`src/rtl/bps_pkg.sv`:
```
// ----------------------------------------------------------------------------
// bps_pkg
// Shared types and constants for the buzzer pattern sequencer.
// ----------------------------------------------------------------------------
`default_nettype none

package bps_pkg;

	localparam int unsigned TABLE_DEPTH_DEF = 64;
	localparam logic [15:0] DEFAULT_FREQ_RST = 16'd1000;

	typedef enum logic [2:0] {
		CMD_TICK     = 3'd0,
		CMD_SINGLE   = 3'd1,
		CMD_REPEAT   = 3'd2,
		CMD_TEMPLATE = 3'd3,
		CMD_STOP     = 3'd4,
		CMD_LOAD     = 3'd5
	} cmd_t;

	typedef enum logic [1:0] {
		MODE_NONE     = 2'd0,
		MODE_SINGLE   = 2'd1,
		MODE_REPEAT   = 2'd2,
		MODE_TEMPLATE = 2'd3
	} mode_t;

endpackage : bps_pkg

`default_nettype wire

```
`src/rtl/buzzer_pattern_sequencer.sv`:
```
// ----------------------------------------------------------------------------
// buzzer_pattern_sequencer
// Beeper pattern controller: single, repeat and table-driven template modes.
// ----------------------------------------------------------------------------
// Every accepted transaction (a tick, a start, a stop or a table load) returns
// one result giving the buzzer output after it: tone_on, sound_freq (zero when
// silent) and busy_res. An accepted transaction is first held in the stage 1
// registers together with the data read from the time and frequency tables
// (synchronous memories); then the pattern state is updated and the output
// register loaded. The block accepts one transaction per cycle while the output
// channel is not stalled; the table read address of a new transaction is forwarded
// from the step index being computed for the one ahead of it. Table entries are
// undefined until loaded and need no clearing after reset, so the block is
// ready as soon as reset is released. default_freq may only be written while
// no transaction is in flight.
`default_nettype none

module buzzer_pattern_sequencer
	import bps_pkg::*;
#(
	parameter int unsigned TABLE_DEPTH = TABLE_DEPTH_DEF
) (
	input  wire logic        clk,
	input  wire logic        arst_n,
	// configuration
	input  wire logic        cfg_wr_en,
	input  wire logic [15:0] cfg_wr_data,
	// input channel
	input  wire logic        in_valid,
	output logic             in_stall,
	input  wire logic [2:0]  command,
	input  wire logic [15:0] duration_ms,
	input  wire logic [15:0] pause_ms,
	input  wire logic [15:0] tone_freq,
	input  wire logic [7:0]  repeat_count,
	input  wire logic [6:0]  template_size,
	input  wire logic        use_freq_table,
	input  wire logic [5:0]  entry_index,
	input  wire logic [15:0] entry_time,
	input  wire logic [15:0] entry_freq,
	// output channel
	output logic             out_valid,
	input  wire logic        out_stall,
	output logic             tone_on,
	output logic [15:0]      sound_freq,
	output logic             busy_res
);

	localparam int unsigned AW = (TABLE_DEPTH > 1) ? $clog2(TABLE_DEPTH) : 1;
	localparam logic [7:0]  DEPTH8 = 8'(TABLE_DEPTH);

	// configuration register
	logic [15:0] default_freq_q;

	// pattern state
	mode_t       play_mode_q, play_mode_d;
	logic        running_q, running_d;
	logic        sounding_q, sounding_d;
	logic [15:0] base_freq_q, base_freq_d;
	logic [15:0] driven_freq_q, driven_freq_d;
	logic [15:0] on_time_q, on_time_d;
	logic [15:0] off_time_q, off_time_d;
	logic [7:0]  cycles_wanted_q, cycles_wanted_d;
	logic [7:0]  cycles_done_q, cycles_done_d;
	logic [15:0] elapsed_q, elapsed_d;
	logic [7:0]  step_index_q, step_index_d;
	logic [7:0]  step_count_q, step_count_d;
	logic        table_freq_on_q, table_freq_on_d;

	// tables
	logic [15:0] time_mem [TABLE_DEPTH];
	logic [15:0] freq_mem [TABLE_DEPTH];

	// stage 1: transaction plus table read data
	logic        valid_s1;
	logic [2:0]  cmd_s1;
	logic [15:0] dur_s1;
	logic [15:0] pause_s1;
	logic [15:0] freq_s1;
	logic [7:0]  count_s1;
	logic [6:0]  size_s1;
	logic        use_tab_s1;
	logic [15:0] time_rd_s1;
	logic [15:0] freq_rd_s1;

	// output register
	logic        out_valid_q;
	logic        tone_on_q;
	logic [15:0] sound_freq_q;
	logic        busy_q;

	logic        accept;
	logic        adv_s1;
	logic [7:0]  step_fwd;
	logic [7:0]  step_fwd_inc;
	logic [7:0]  step_half;
	logic [7:0]  entry_idx8;
	logic        load_ok;
	logic [AW-1:0] time_addr;
	logic [AW-1:0] freq_addr;
	logic [15:0] chosen;
	logic [15:0] el_inc;
	logic [7:0]  cd_inc;
	logic [7:0]  si_inc;
	logic [7:0]  size_sat;

	// ------------------------------------------------------------------------
	// handshakes
	// ------------------------------------------------------------------------
	assign adv_s1   = valid_s1 && (!out_valid_q || !out_stall);
	assign in_stall = valid_s1 && !adv_s1;
	assign accept   = in_valid && !in_stall;

	// ------------------------------------------------------------------------
	// table access
	// ------------------------------------------------------------------------
	// forward the step index left by the transaction ahead
	assign step_fwd     = valid_s1 ? step_index_d : step_index_q;
	assign step_fwd_inc = step_fwd + 8'd1;
	assign step_half    = {1'b0, step_fwd_inc[7:1]};
	assign time_addr    = step_fwd[AW-1:0];
	assign freq_addr    = (command == CMD_TEMPLATE) ? '0 : step_half[AW-1:0];

	assign entry_idx8 = {2'b00, entry_index};
	assign load_ok    = accept && (command == CMD_LOAD) && (entry_idx8 < DEPTH8);

	always_ff @(posedge clk) begin
		if (load_ok) begin
			time_mem[entry_idx8[AW-1:0]] <= entry_time;
		end
		if (accept) begin
			time_rd_s1 <= time_mem[time_addr];
		end
	end

	always_ff @(posedge clk) begin
		if (load_ok) begin
			freq_mem[entry_idx8[AW-1:0]] <= entry_freq;
		end
		if (accept) begin
			freq_rd_s1 <= freq_mem[freq_addr];
		end
	end

	// ------------------------------------------------------------------------
	// stage 1 registers
	// ------------------------------------------------------------------------
	always_ff @(posedge clk or negedge arst_n) begin
		if (!arst_n) begin
			valid_s1 <= 1'b0;
		end else if (accept) begin
			valid_s1 <= 1'b1;
		end else if (adv_s1) begin
			valid_s1 <= 1'b0;
		end
	end

	always_ff @(posedge clk) begin
		if (accept) begin
			cmd_s1     <= command;
			dur_s1     <= duration_ms;
			pause_s1   <= pause_ms;
			freq_s1    <= tone_freq;
			count_s1   <= repeat_count;
			size_s1    <= template_size;
			use_tab_s1 <= use_freq_table;
		end
	end

	always_ff @(posedge clk or negedge arst_n) begin
		if (!arst_n) begin
			default_freq_q <= DEFAULT_FREQ_RST;
		end else if (cfg_wr_en) begin
			default_freq_q <= cfg_wr_data;
		end
	end

	// ------------------------------------------------------------------------
	// state update
	// ------------------------------------------------------------------------
	assign chosen   = (freq_s1 != 16'd0) ? freq_s1 : default_freq_q;
	assign el_inc   = (elapsed_q == 16'hFFFF) ? elapsed_q : elapsed_q + 16'd1;
	assign cd_inc   = cycles_done_q + 8'd1;
	assign si_inc   = step_index_q + 8'd1;
	assign size_sat = ({1'b0, size_s1} > DEPTH8) ? DEPTH8 : {1'b0, size_s1};

	always_comb begin
		play_mode_d     = play_mode_q;
		running_d       = running_q;
		sounding_d      = sounding_q;
		base_freq_d     = base_freq_q;
		driven_freq_d   = driven_freq_q;
		on_time_d       = on_time_q;
		off_time_d      = off_time_q;
		cycles_wanted_d = cycles_wanted_q;
		cycles_done_d   = cycles_done_q;
		elapsed_d       = elapsed_q;
		step_index_d    = step_index_q;
		step_count_d    = step_count_q;
		table_freq_on_d = table_freq_on_q;

		case (cmd_s1)
			CMD_TICK: begin
				if (running_q) begin
					elapsed_d = el_inc;
					case (play_mode_q)
						MODE_SINGLE: begin
							if (el_inc >= on_time_q) begin
								sounding_d  = 1'b0;
								play_mode_d = MODE_NONE;
								running_d   = 1'b0;
							end
						end
						MODE_REPEAT: begin
							if (sounding_q && el_inc >= on_time_q) begin
								sounding_d = 1'b0;
								elapsed_d  = 16'd0;
							end else if (!sounding_q && el_inc >= off_time_q) begin
								cycles_done_d = cd_inc;
								if (cd_inc >= cycles_wanted_q) begin
									sounding_d  = 1'b0;
									play_mode_d = MODE_NONE;
									running_d   = 1'b0;
								end else begin
									driven_freq_d = base_freq_q;
									sounding_d    = 1'b1;
									elapsed_d     = 16'd0;
								end
							end
						end
						MODE_TEMPLATE: begin
							if (el_inc >= time_rd_s1) begin
								elapsed_d    = 16'd0;
								step_index_d = si_inc;
								if (si_inc >= step_count_q) begin
									sounding_d  = 1'b0;
									play_mode_d = MODE_NONE;
									running_d   = 1'b0;
								end else if (!si_inc[0]) begin
									driven_freq_d = table_freq_on_q ? freq_rd_s1 : base_freq_q;
									sounding_d    = 1'b1;
								end else begin
									sounding_d = 1'b0;
								end
							end
						end
						default: begin
							sounding_d  = 1'b0;
							play_mode_d = MODE_NONE;
							running_d   = 1'b0;
						end
					endcase
				end
			end
			CMD_SINGLE: begin
				play_mode_d   = MODE_SINGLE;
				base_freq_d   = chosen;
				on_time_d     = dur_s1;
				elapsed_d     = 16'd0;
				driven_freq_d = chosen;
				sounding_d    = 1'b1;
				running_d     = 1'b1;
			end
			CMD_REPEAT: begin
				if (count_s1 == 8'd0) begin
					sounding_d  = 1'b0;
					play_mode_d = MODE_NONE;
					running_d   = 1'b0;
				end else begin
					play_mode_d     = MODE_REPEAT;
					base_freq_d     = chosen;
					on_time_d       = dur_s1;
					off_time_d      = pause_s1;
					cycles_wanted_d = count_s1;
					cycles_done_d   = 8'd0;
					elapsed_d       = 16'd0;
					driven_freq_d   = chosen;
					sounding_d      = 1'b1;
					running_d       = 1'b1;
				end
			end
			CMD_TEMPLATE: begin
				if (size_sat == 8'd0) begin
					sounding_d  = 1'b0;
					play_mode_d = MODE_NONE;
					running_d   = 1'b0;
				end else begin
					play_mode_d     = MODE_TEMPLATE;
					base_freq_d     = chosen;
					table_freq_on_d = use_tab_s1;
					step_count_d    = size_sat;
					step_index_d    = 8'd0;
					elapsed_d       = 16'd0;
					driven_freq_d   = use_tab_s1 ? freq_rd_s1 : chosen;
					sounding_d      = 1'b1;
					running_d       = 1'b1;
				end
			end
			CMD_STOP: begin
				sounding_d  = 1'b0;
				play_mode_d = MODE_NONE;
				running_d   = 1'b0;
			end
			default: begin
				// table loads and unused codes leave the pattern alone
			end
		endcase
	end

	always_ff @(posedge clk or negedge arst_n) begin
		if (!arst_n) begin
			play_mode_q     <= MODE_NONE;
			running_q       <= 1'b0;
			sounding_q      <= 1'b0;
			base_freq_q     <= 16'd0;
			driven_freq_q   <= 16'd0;
			on_time_q       <= 16'd0;
			off_time_q      <= 16'd0;
			cycles_wanted_q <= 8'd0;
			cycles_done_q   <= 8'd0;
			elapsed_q       <= 16'd0;
			step_index_q    <= 8'd0;
			step_count_q    <= 8'd0;
			table_freq_on_q <= 1'b0;
		end else if (adv_s1) begin
			play_mode_q     <= play_mode_d;
			running_q       <= running_d;
			sounding_q      <= sounding_d;
			base_freq_q     <= base_freq_d;
			driven_freq_q   <= driven_freq_d;
			on_time_q       <= on_time_d;
			off_time_q      <= off_time_d;
			cycles_wanted_q <= cycles_wanted_d;
			cycles_done_q   <= cycles_done_d;
			elapsed_q       <= elapsed_d;
			step_index_q    <= step_index_d;
			step_count_q    <= step_count_d;
			table_freq_on_q <= table_freq_on_d;
		end
	end

	// ------------------------------------------------------------------------
	// output register
	// ------------------------------------------------------------------------
	always_ff @(posedge clk or negedge arst_n) begin
		if (!arst_n) begin
			out_valid_q <= 1'b0;
		end else if (adv_s1) begin
			out_valid_q <= 1'b1;
		end else if (!out_stall) begin
			out_valid_q <= 1'b0;
		end
	end

	always_ff @(posedge clk) begin
		if (adv_s1) begin
			tone_on_q    <= sounding_d;
			sound_freq_q <= sounding_d ? driven_freq_d : 16'd0;
			busy_q       <= running_d;
		end
	end

	assign out_valid  = out_valid_q;
	assign tone_on    = tone_on_q;
	assign sound_freq = sound_freq_q;
	assign busy_res   = busy_q;

	// ------------------------------------------------------------------------
	// assertions
	// ------------------------------------------------------------------------
	a_tone_implies_busy: assert property (@(posedge clk) disable iff (!arst_n)
		out_valid_q && tone_on_q |-> busy_q)
		else $error("tone reported without a pattern in progress");

	a_idle_mode_none: assert property (@(posedge clk) disable iff (!arst_n)
		!running_q |-> (play_mode_q == MODE_NONE) && !sounding_q)
		else $error("idle block holds a mode or a tone");

	a_template_step_range: assert property (@(posedge clk) disable iff (!arst_n)
		running_q && (play_mode_q == MODE_TEMPLATE) |->
			(step_index_q < step_count_q) && (step_count_q <= DEPTH8))
		else $error("template step outside the table");

	a_repeat_count_range: assert property (@(posedge clk) disable iff (!arst_n)
		running_q && (play_mode_q == MODE_REPEAT) |-> cycles_done_q < cycles_wanted_q)
		else $error("repeat pattern ran past its count");

endmodule : buzzer_pattern_sequencer

`default_nettype wire

```
`config.mk`:
```
export PLATFORM = sky130hd
export DESIGN_NAME = buzzer_pattern_sequencer
export DESIGN_NICKNAME = d
export VERILOG_FILES = /design/src/rtl/bps_pkg.sv /design/src/rtl/buzzer_pattern_sequencer.sv
export SDC_FILE = /design/constraint.sdc
export NUM_CORES = 2
export LEC_CHECK = 0
export ABC_AREA = 1
export BUFFER_PORTS_ARGS = -buffer_cell sky130_fd_sc_hd__buf_2
export CAP_MARGIN = 20
export CORE_UTILIZATION = 55
export CTS_CLUSTER_DIAMETER = 40
export DETAILED_ROUTE_END_ITERATION = 8
export GPL_TIMING_DRIVEN = 0
export HOLD_SLACK_MARGIN = 0.1
export MAX_ROUTING_LAYER = met4
export PLACE_DENSITY = 0.71
export SYNTH_ARGS = -nofsm -noshare
export SYNTH_HDL_FRONTEND = slang
export SYNTH_SLANG_ARGS = --single-unit
```
`constraint.sdc`:
```
create_clock -name clk -period 8.2 [get_ports clk]
set_input_delay 0 -clock clk [delete_from_list [all_inputs] [get_ports clk]]
set_output_delay 0 -clock clk [all_outputs]
set_load 0.02 [all_outputs]
```
* Word level (Yosys, flattened, before mapping)
Memory sizes are Yosys's and may differ from the RTL's. A register that Yosys moved wholly into a read port is not among the register bits.
Index checks and enable logic that the tools add are counted.
** Cells by class
- $lt $le $gt $ge :: 7
- Equal/unequal tests :: 23
- Reductions and logical operators :: 30
- $add $sub $neg :: 4
- Mux-type cells :: 80
- Bitwise operators :: 2
** Operators by type and width (number)
- $mux W16 :: 23
- $pmux W16 S4 :: 2
- $pmux W16 S2 :: 3
- $mux W8 :: 9
- $ge A16 B16 Y1 :: 3
- $pmux W16 S3 :: 1
- $pmux W8 S2 :: 2
- $mux W1 :: 22
- $mux W2 :: 9
- $ne A3 B3 Y1 const B :: 6
- $add A16 B1 Y16 const B :: 1
- $add A8 B1 Y8 const B :: 2
- $eq A16 B16 Y1 const B :: 1
- $ge A8 B8 Y1 :: 2
- $logic_not A8 Y1 :: 2
- $reduce_bool A16 Y1 :: 1
- $mux W7 :: 2
- $ne A2 B2 Y1 const B :: 5
- $pmux W1 S5 :: 2
- $pmux W2 S5 :: 1
- $eq A3 B2 Y1 const B :: 3
- $reduce_and A3 Y1 :: 3
- $reduce_and A9 Y1 :: 1
- $add A7 B1 Y7 const B :: 1
- other kinds (22) :: 39
** Word-level totals
- Output and inout bits :: 20
- Bits in registers :: 220
- Memories kept :: 2
- RAM bits :: 2048
- Logic and storage cells :: 174
** Memories
- freq_mem :: depth 64, bits a word 16, rd ports 1, clocked after Yosys merged registers in 1, wr ports 1, line buzzer_pattern_sequencer.sv:72 : logic [15:0] freq_mem [TABLE_DEPTH];
- time_mem :: depth 64, bits a word 16, rd ports 1, clocked after Yosys merged registers in 1, wr ports 1, line buzzer_pattern_sequencer.sv:71 : logic [15:0] time_mem [TABLE_DEPTH];

* Logic depth before layout (Yosys ltp)
- Depth in word-level cells :: 11
- Gate-level depth with buffers :: 44
- Gate-level depth less buffers :: 40

* Worst setup path after synthesis
Ideal clock, no wire load.
- Path kind :: register to register
- Start point :: reg valid_s1
- End point :: mem freq_mem[0][0] (enable)
- Buffers on the path :: 2
- Required time :: 7779 ps
- Stages on the path, launching flop included :: 12
- Library setup time :: 421 ps
- Arrival :: 5419 ps
- Clock period less this slack :: 5840 ps
- Setup slack :: 2360 ps
- Cells stage by stage :: dfrtp_1 > buf_2 > inv_1 > clkbuf_1 > nor2_1 > inv_1 > nand2_1 > inv_1 > nand4_1 > nor2_1 > nand3_1 > nor2_1
** On the way
- Word-level cells in the longest chain between the ends :: 9
** Ends and longest elaborated chain
- from (decl) :: line buzzer_pattern_sequencer.sv:75 : logic valid_s1;
- from (signal assigned) :: line buzzer_pattern_sequencer.sv:150 : valid_s1 <= 1'b0;
- from (signal assigned) :: line buzzer_pattern_sequencer.sv:152 : valid_s1 <= 1'b1;
- from (signal assigned) :: line buzzer_pattern_sequencer.sv:154 : valid_s1 <= 1'b0;
- $logic_and A1 B1 Y1 :: line buzzer_pattern_sequencer.sv:110 : assign adv_s1 = valid_s1 && (!out_valid_q || !out_stall);
- $logic_not A1 Y1 :: line buzzer_pattern_sequencer.sv:111 : assign in_stall = valid_s1 && !adv_s1;
- $logic_and A1 B1 Y1 * :: line buzzer_pattern_sequencer.sv:111
- named net in_stall :: line buzzer_pattern_sequencer.sv:30 : output logic in_stall,
- $logic_not A1 Y1 * :: line buzzer_pattern_sequencer.sv:112 : assign accept = in_valid && !in_stall;
- $logic_and A1 B1 Y1 * :: line buzzer_pattern_sequencer.sv:112
- named net accept :: line buzzer_pattern_sequencer.sv:92 : logic accept;
- $logic_and A1 B1 Y1 * (2 in a row) :: line buzzer_pattern_sequencer.sv:125 : assign load_ok = accept && (command == CMD_LOAD) && (entry_idx8 < DEPTH8);
- $mux W1 * :: line buzzer_pattern_sequencer.sv:137 : if (load_ok) begin
- $mux W1 (not written as such) * :: line buzzer_pattern_sequencer.sv:138 : freq_mem[entry_idx8[AW-1:0]] <= entry_freq;
- to (decl) :: line buzzer_pattern_sequencer.sv:72
The timed path passes the listed nets; every way through them passes the cells marked *.

* Worst setup path after layout
- Start point :: reg elapsed_q[3]
- End point :: reg freq_rd_s1[0], read port of freq_mem (data pin)
** On the way
- Word-level cells in the longest chain between the ends :: 10
- Elaborated cells between the ends (all ways) :: 11
- Classes of those cells :: 2 x add/sub; 1 x order compare; 1 x eq/ne; 7 x mux
** Ends and longest elaborated chain
- from (decl) :: line buzzer_pattern_sequencer.sv:65 : logic [15:0] elapsed_q, elapsed_d;
- from (signal assigned) :: line buzzer_pattern_sequencer.sv:335 : elapsed_q <= elapsed_d;
- $add A16 B1 Y16 or $eq A16 B16 Y1 (tied branches) :: line buzzer_pattern_sequencer.sv:182 : assign el_inc = (elapsed_q == 16'hFFFF) ? elapsed_q : elapsed_q + 16'd1;
- $mux W16 * :: line buzzer_pattern_sequencer.sv:182
- $ge A16 B16 Y1 * :: line buzzer_pattern_sequencer.sv:232 : if (el_inc >= time_rd_s1) begin
- $mux W8 * :: line buzzer_pattern_sequencer.sv:232
- $mux W8 * :: line buzzer_pattern_sequencer.sv:206 : case (play_mode_q)
- $mux W8 * :: line buzzer_pattern_sequencer.sv:204 : if (running_q) begin
- $pmux W8 S2 * :: line buzzer_pattern_sequencer.sv:202 : case (cmd_s1)
- $mux W7 * :: line buzzer_pattern_sequencer.sv:118 : assign step_fwd = valid_s1 ? step_index_d : step_index_q;
- $add A7 B1 Y7 * :: line buzzer_pattern_sequencer.sv:119 : assign step_fwd_inc = step_fwd + 8'd1;
- $mux W6 * :: line buzzer_pattern_sequencer.sv:122 : assign freq_addr = (command == CMD_TEMPLATE) ? '0 : step_half[AW-1:0];
- to (decl) :: line buzzer_pattern_sequencer.sv:84 : logic [15:0] freq_rd_s1;
Every way passes the cells marked *; elsewhere a longest branch is shown, timed or not.
A chain may end at the register's enable or synchronous reset.

==> results.sh <==
export IMPL_clkSlewWorstSetupHoldPaths_ns=0.06
export IMPL_cap_violations=0
export IMPL_ant_nets=0
export IMPL_layout_min_cycle_time_ns=7.86
export IMPL_hold_violations=0
export IMPL_vias=70529
export IMPL_cp_end_kind="register"
export IMPL_power_density_nw_per_um2=292
export IMPL_fin_worst_skew_ns=0.0722
export IMPL_max_slew_margin_pct=22.8
export IMPL_min_from="entry_time[14]"
export IMPL_yosysMostFrequentCell="nand2_1"
export IMPL_fmax_ghz=0.127
export IMPL_grt_pass1_wl_um=462000
export IMPL_ys_async_sr_fraction_pct=5.83
export IMPL_run_status="finished, final reports clean"
export IMPL_hold_path_end="time_mem[38][14]$_DFFE_PP_"
export IMPL_hold_depth=2
export IMPL_fin_tns_setup_ns=0
export IMPL_io_buffers=145
export IMPL_drive_above_1_share_pct=15.4
export IMPL_wl_per_cell_um=28.6
export IMPL_ys_flop_type="edfxtp_1"
export IMPL_setup_violations_final=0
export IMPL_synthSimpleGateAreaFrac_pct=15.2
export IMPL_synth_nets=8219
export IMPL_cts_tree="built"
export IMPL_synth_compound_area_share_pct=4.09
export IMPL_r2r_slack_ns=0.34
export IMPL_critPathMaxStageDelay_ns=0.47
export IMPL_met2_usage_pct=55.1
export IMPL_busiest_layer="met2"
export IMPL_cts_max_level=5
export IMPL_grt_overflow=0
export IMPL_post_route_util_pct=66.8
export IMPL_nets=9021
export IMPL_grt_setup_unrepaired="false"
export IMPL_cts_buffers=328
export IMPL_dieArea_um2=178000
export IMPL_hp_class="in -> reg"
export IMPL_seq_area_frac_synth_pct=70.5
export IMPL_dr_pass1_iters=6
export IMPL_layout_setup_ws_ns=0.342
export IMPL_peakVddDrop_uv=195
export IMPL_synthXorXnorAreaFrac_pct=0.190
export IMPL_r2r_cells=35
export IMPL_syn_to_final_growth_pct=20.1
export IMPL_syn_area_per_cell_um2=12.1
export IMPL_synth_top_family_by_area="simple AND/OR/NAND/NOR gates"
export IMPL_hold_ws_ns=0.153
export IMPL_synthTopCellsByArea="edfxtp_1 67%, nand2_1 9.8%, mux2_2 3.4%"
export IMPL_pre_cts_ws_ns=-0.411
export IMPL_crit_slowest_cell="a21oi_1"
export IMPL_synth_top_area_share_pct=67.0
export IMPL_min_period_over_period_pct=95.8
export IMPL_track_usage_pct=37.2
export IMPL_clk_latency_ns=0.95
export IMPL_num_rows=153
export IMPL_clock_sinks=2299
export IMPL_worstSetupStartpointType="register"
export IMPL_drc=0
export IMPL_io_pins=146
export IMPL_dp_hpwl_um=211000
export IMPL_yosys_area_share_adder_pct=0.865
export IMPL_grt_max_degree=94
export IMPL_die_w_um=422
export IMPL_core_um2=174000
export IMPL_clockBufferDepth=4
export IMPL_die_y_um=422
export IMPL_ys_top_cells_by_count="2,528 x nand2_1, 2,165 x edfxtp_1, 557 x nand3_1"
export IMPL_arrival_ns=8.59
export IMPL_synth_mux_area_share_pct=5.69
export IMPL_yosys_warnings=0
export IMPL_required_ns=8.93
export IMPL_yosys_area_top_type="edfxtp_1"
export IMPL_grt_use_met3_pct=9.19
export IMPL_synth_edf_count=2165
export IMPL_path_class="reg -> reg"
export IMPL_cp_common_cell="nand2_1"
export IMPL_r2r_end="freq_rd_s1[0]$_DFFE_PP_"
export IMPL_maxSlewViolCount=0
export IMPL_cts_root_buf="clkbuf_16"
export IMPL_grt_pass1_vias=68153
export IMPL_power_leakage_nw=44.1
export IMPL_antenna_found_initial=18
export IMPL_syn_cell_area_um2=97000
export IMPL_power_total_w=0.0340
export IMPL_cp_max_fo=19
export IMPL_initial_utilization_pct=55.6
export IMPL_totalWireLength_um=326000
export IMPL_viasPerCell=6.18
export IMPL_synthCells=8026
export IMPL_grtUsageMet1_pct=48.7
export IMPL_ys_seq_elements=2299
export IMPL_worstReg2RegStart="elapsed_q[3]$_DFFE_PN0P_"
export IMPL_synth_cell_type_count=46
export IMPL_gp_congestion=1.06
export IMPL_worst_pin_slew_ns=1.16
export IMPL_drtIter0Drc=10777
critical path: cells and delay by family (launching register included):
kind	cells	cell delay [ns]
AO/OA/AOI/OAI	4	1.25
adder cells (fa/ha/maj)	2	0.70
buffers and inverters	8	1.96
flip-flops	1	0.38
multiplexers	1	0.11
AND/OR/NAND/NOR	20	3.23
per-layer routing:
metal | wire [um] | part of all wire, %
met1 | 121000 | 37
met2 | 147000 | 45
met3 | 41400 | 13
met4 | 16400 | 5.0
met5 | 0 | 0
what timing repair did:
item | 4_1_cts | 5_1_grt
pin swaps | 0 | 0
hold buffers | 241 | 0
endpoints found under the hold margin | 2380 | 0
setup buffers | 0 | 0
setup endpoints to repair | 16 | 16
resized for setup | 10 | 42
cell families (layout without fill, tap and decap cells):
kind of cell	Yosys count	count (layout)
XOR/XNOR	21	21
adder cells (fa/ha/maj)	67	67
AND/OR/NAND/NOR	3594	3594
buffers and inverters	789	1839
AO/OA/AOI/OAI	741	741
flip-flops	2299	2299
other	0	17
multiplexers	515	515
worst max path at each step:
| stage | start | end | slack, ns | depth (start not counted) |
|---|---|---|---|---|
| 5_1_grt | elapsed_q[3]$_DFFE_PN0P_ | freq_rd_s1[4]$_DFFE_PP_ | 0.007 | 36 |
| 3_3_place_gp | valid_s1$_DFFE_PN0P_ | time_mem[52][10]$_DFFE_PP_ | -2.92 | 11 |
| 6_report | elapsed_q[3]$_DFFE_PN0P_ | freq_rd_s1[0]$_DFFE_PP_ | 0.34 | 35 |
| 2_1_floorplan | valid_s1$_DFFE_PN0P_ | freq_mem[0][0]$_DFFE_PP_ | 2.36 | 11 |
| 3_5_place_dp | elapsed_q[3]$_DFFE_PN0P_ | freq_rd_s1[7]$_DFFE_PP_ | -0.41 | 41 |
| 4_1_cts | elapsed_q[3]$_DFFE_PN0P_ | freq_rd_s1[3]$_DFFE_PP_ | 0.10 | 36 |
area by class of cell:
cell class	count	area [um^2]
Antenna cell	17	42.5
Buffer	445	2070
Clock buffer	369	8570
Clock inverter	209	2250
Fill cell	12339	57900
Inverter	342	1290
Multi-Input combinational cell	4938	25800
Sequential cell	2299	68400
Tap cell	2325	2910
Timing Repair Buffer	474	5160
per-stage QoR:
step / cell area, um^2 / instances
5_1_grt: 116000 / 11414
6_report: 116000 / 11418
3_3_place_gp: 101000 / 10496
3_5_place_dp: 103000 / 10584
4_1_cts: 116000 / 11403
2_1_floorplan: 97000 / 8026
report_power, final:
part / total, W / internal, W / leakage [nW] / switching [W]
clock: 0.0140 / 0.00857 / 5.23 / 0.00542
sequential: 0.0133 / 0.0131 / 21.2 / 0.000131
combinational: 0.00672 / 0.00196 / 17.6 / 0.00476
cell usage in the layout (no fill, tap or decap), types with 17 or more instances in the layout:
master         instances
dfrtp_1              128
nor3_1                17
nor2_4                68
buf_12                57
edfxtp_1            2165
ha_1                  67
buf_4                 33
a221oi_1              17
a21oi_1              209
dlygate4sd3_1        240
clkinv_2              31
clkbuf_1             221
clkbuf_16            337
mux2i_1              224
o21ai_1               45
clkinv_1              32
nand4_1              169
clkbuf_4              18
inv_8                 18
o21ai_0              349
bufinv_16             30
nand3_1              557
inv_6                 31
clkinv_4              35
clkinvlp_4            30
nor2_1               223
diode_2               17
mux2_2               291
nand2_1             2528
buf_16                30
inv_1                325
buf_2                320
xor2_1                19
o22ai_1               86
Note: power is estimated with default switching activity, not from simulation.
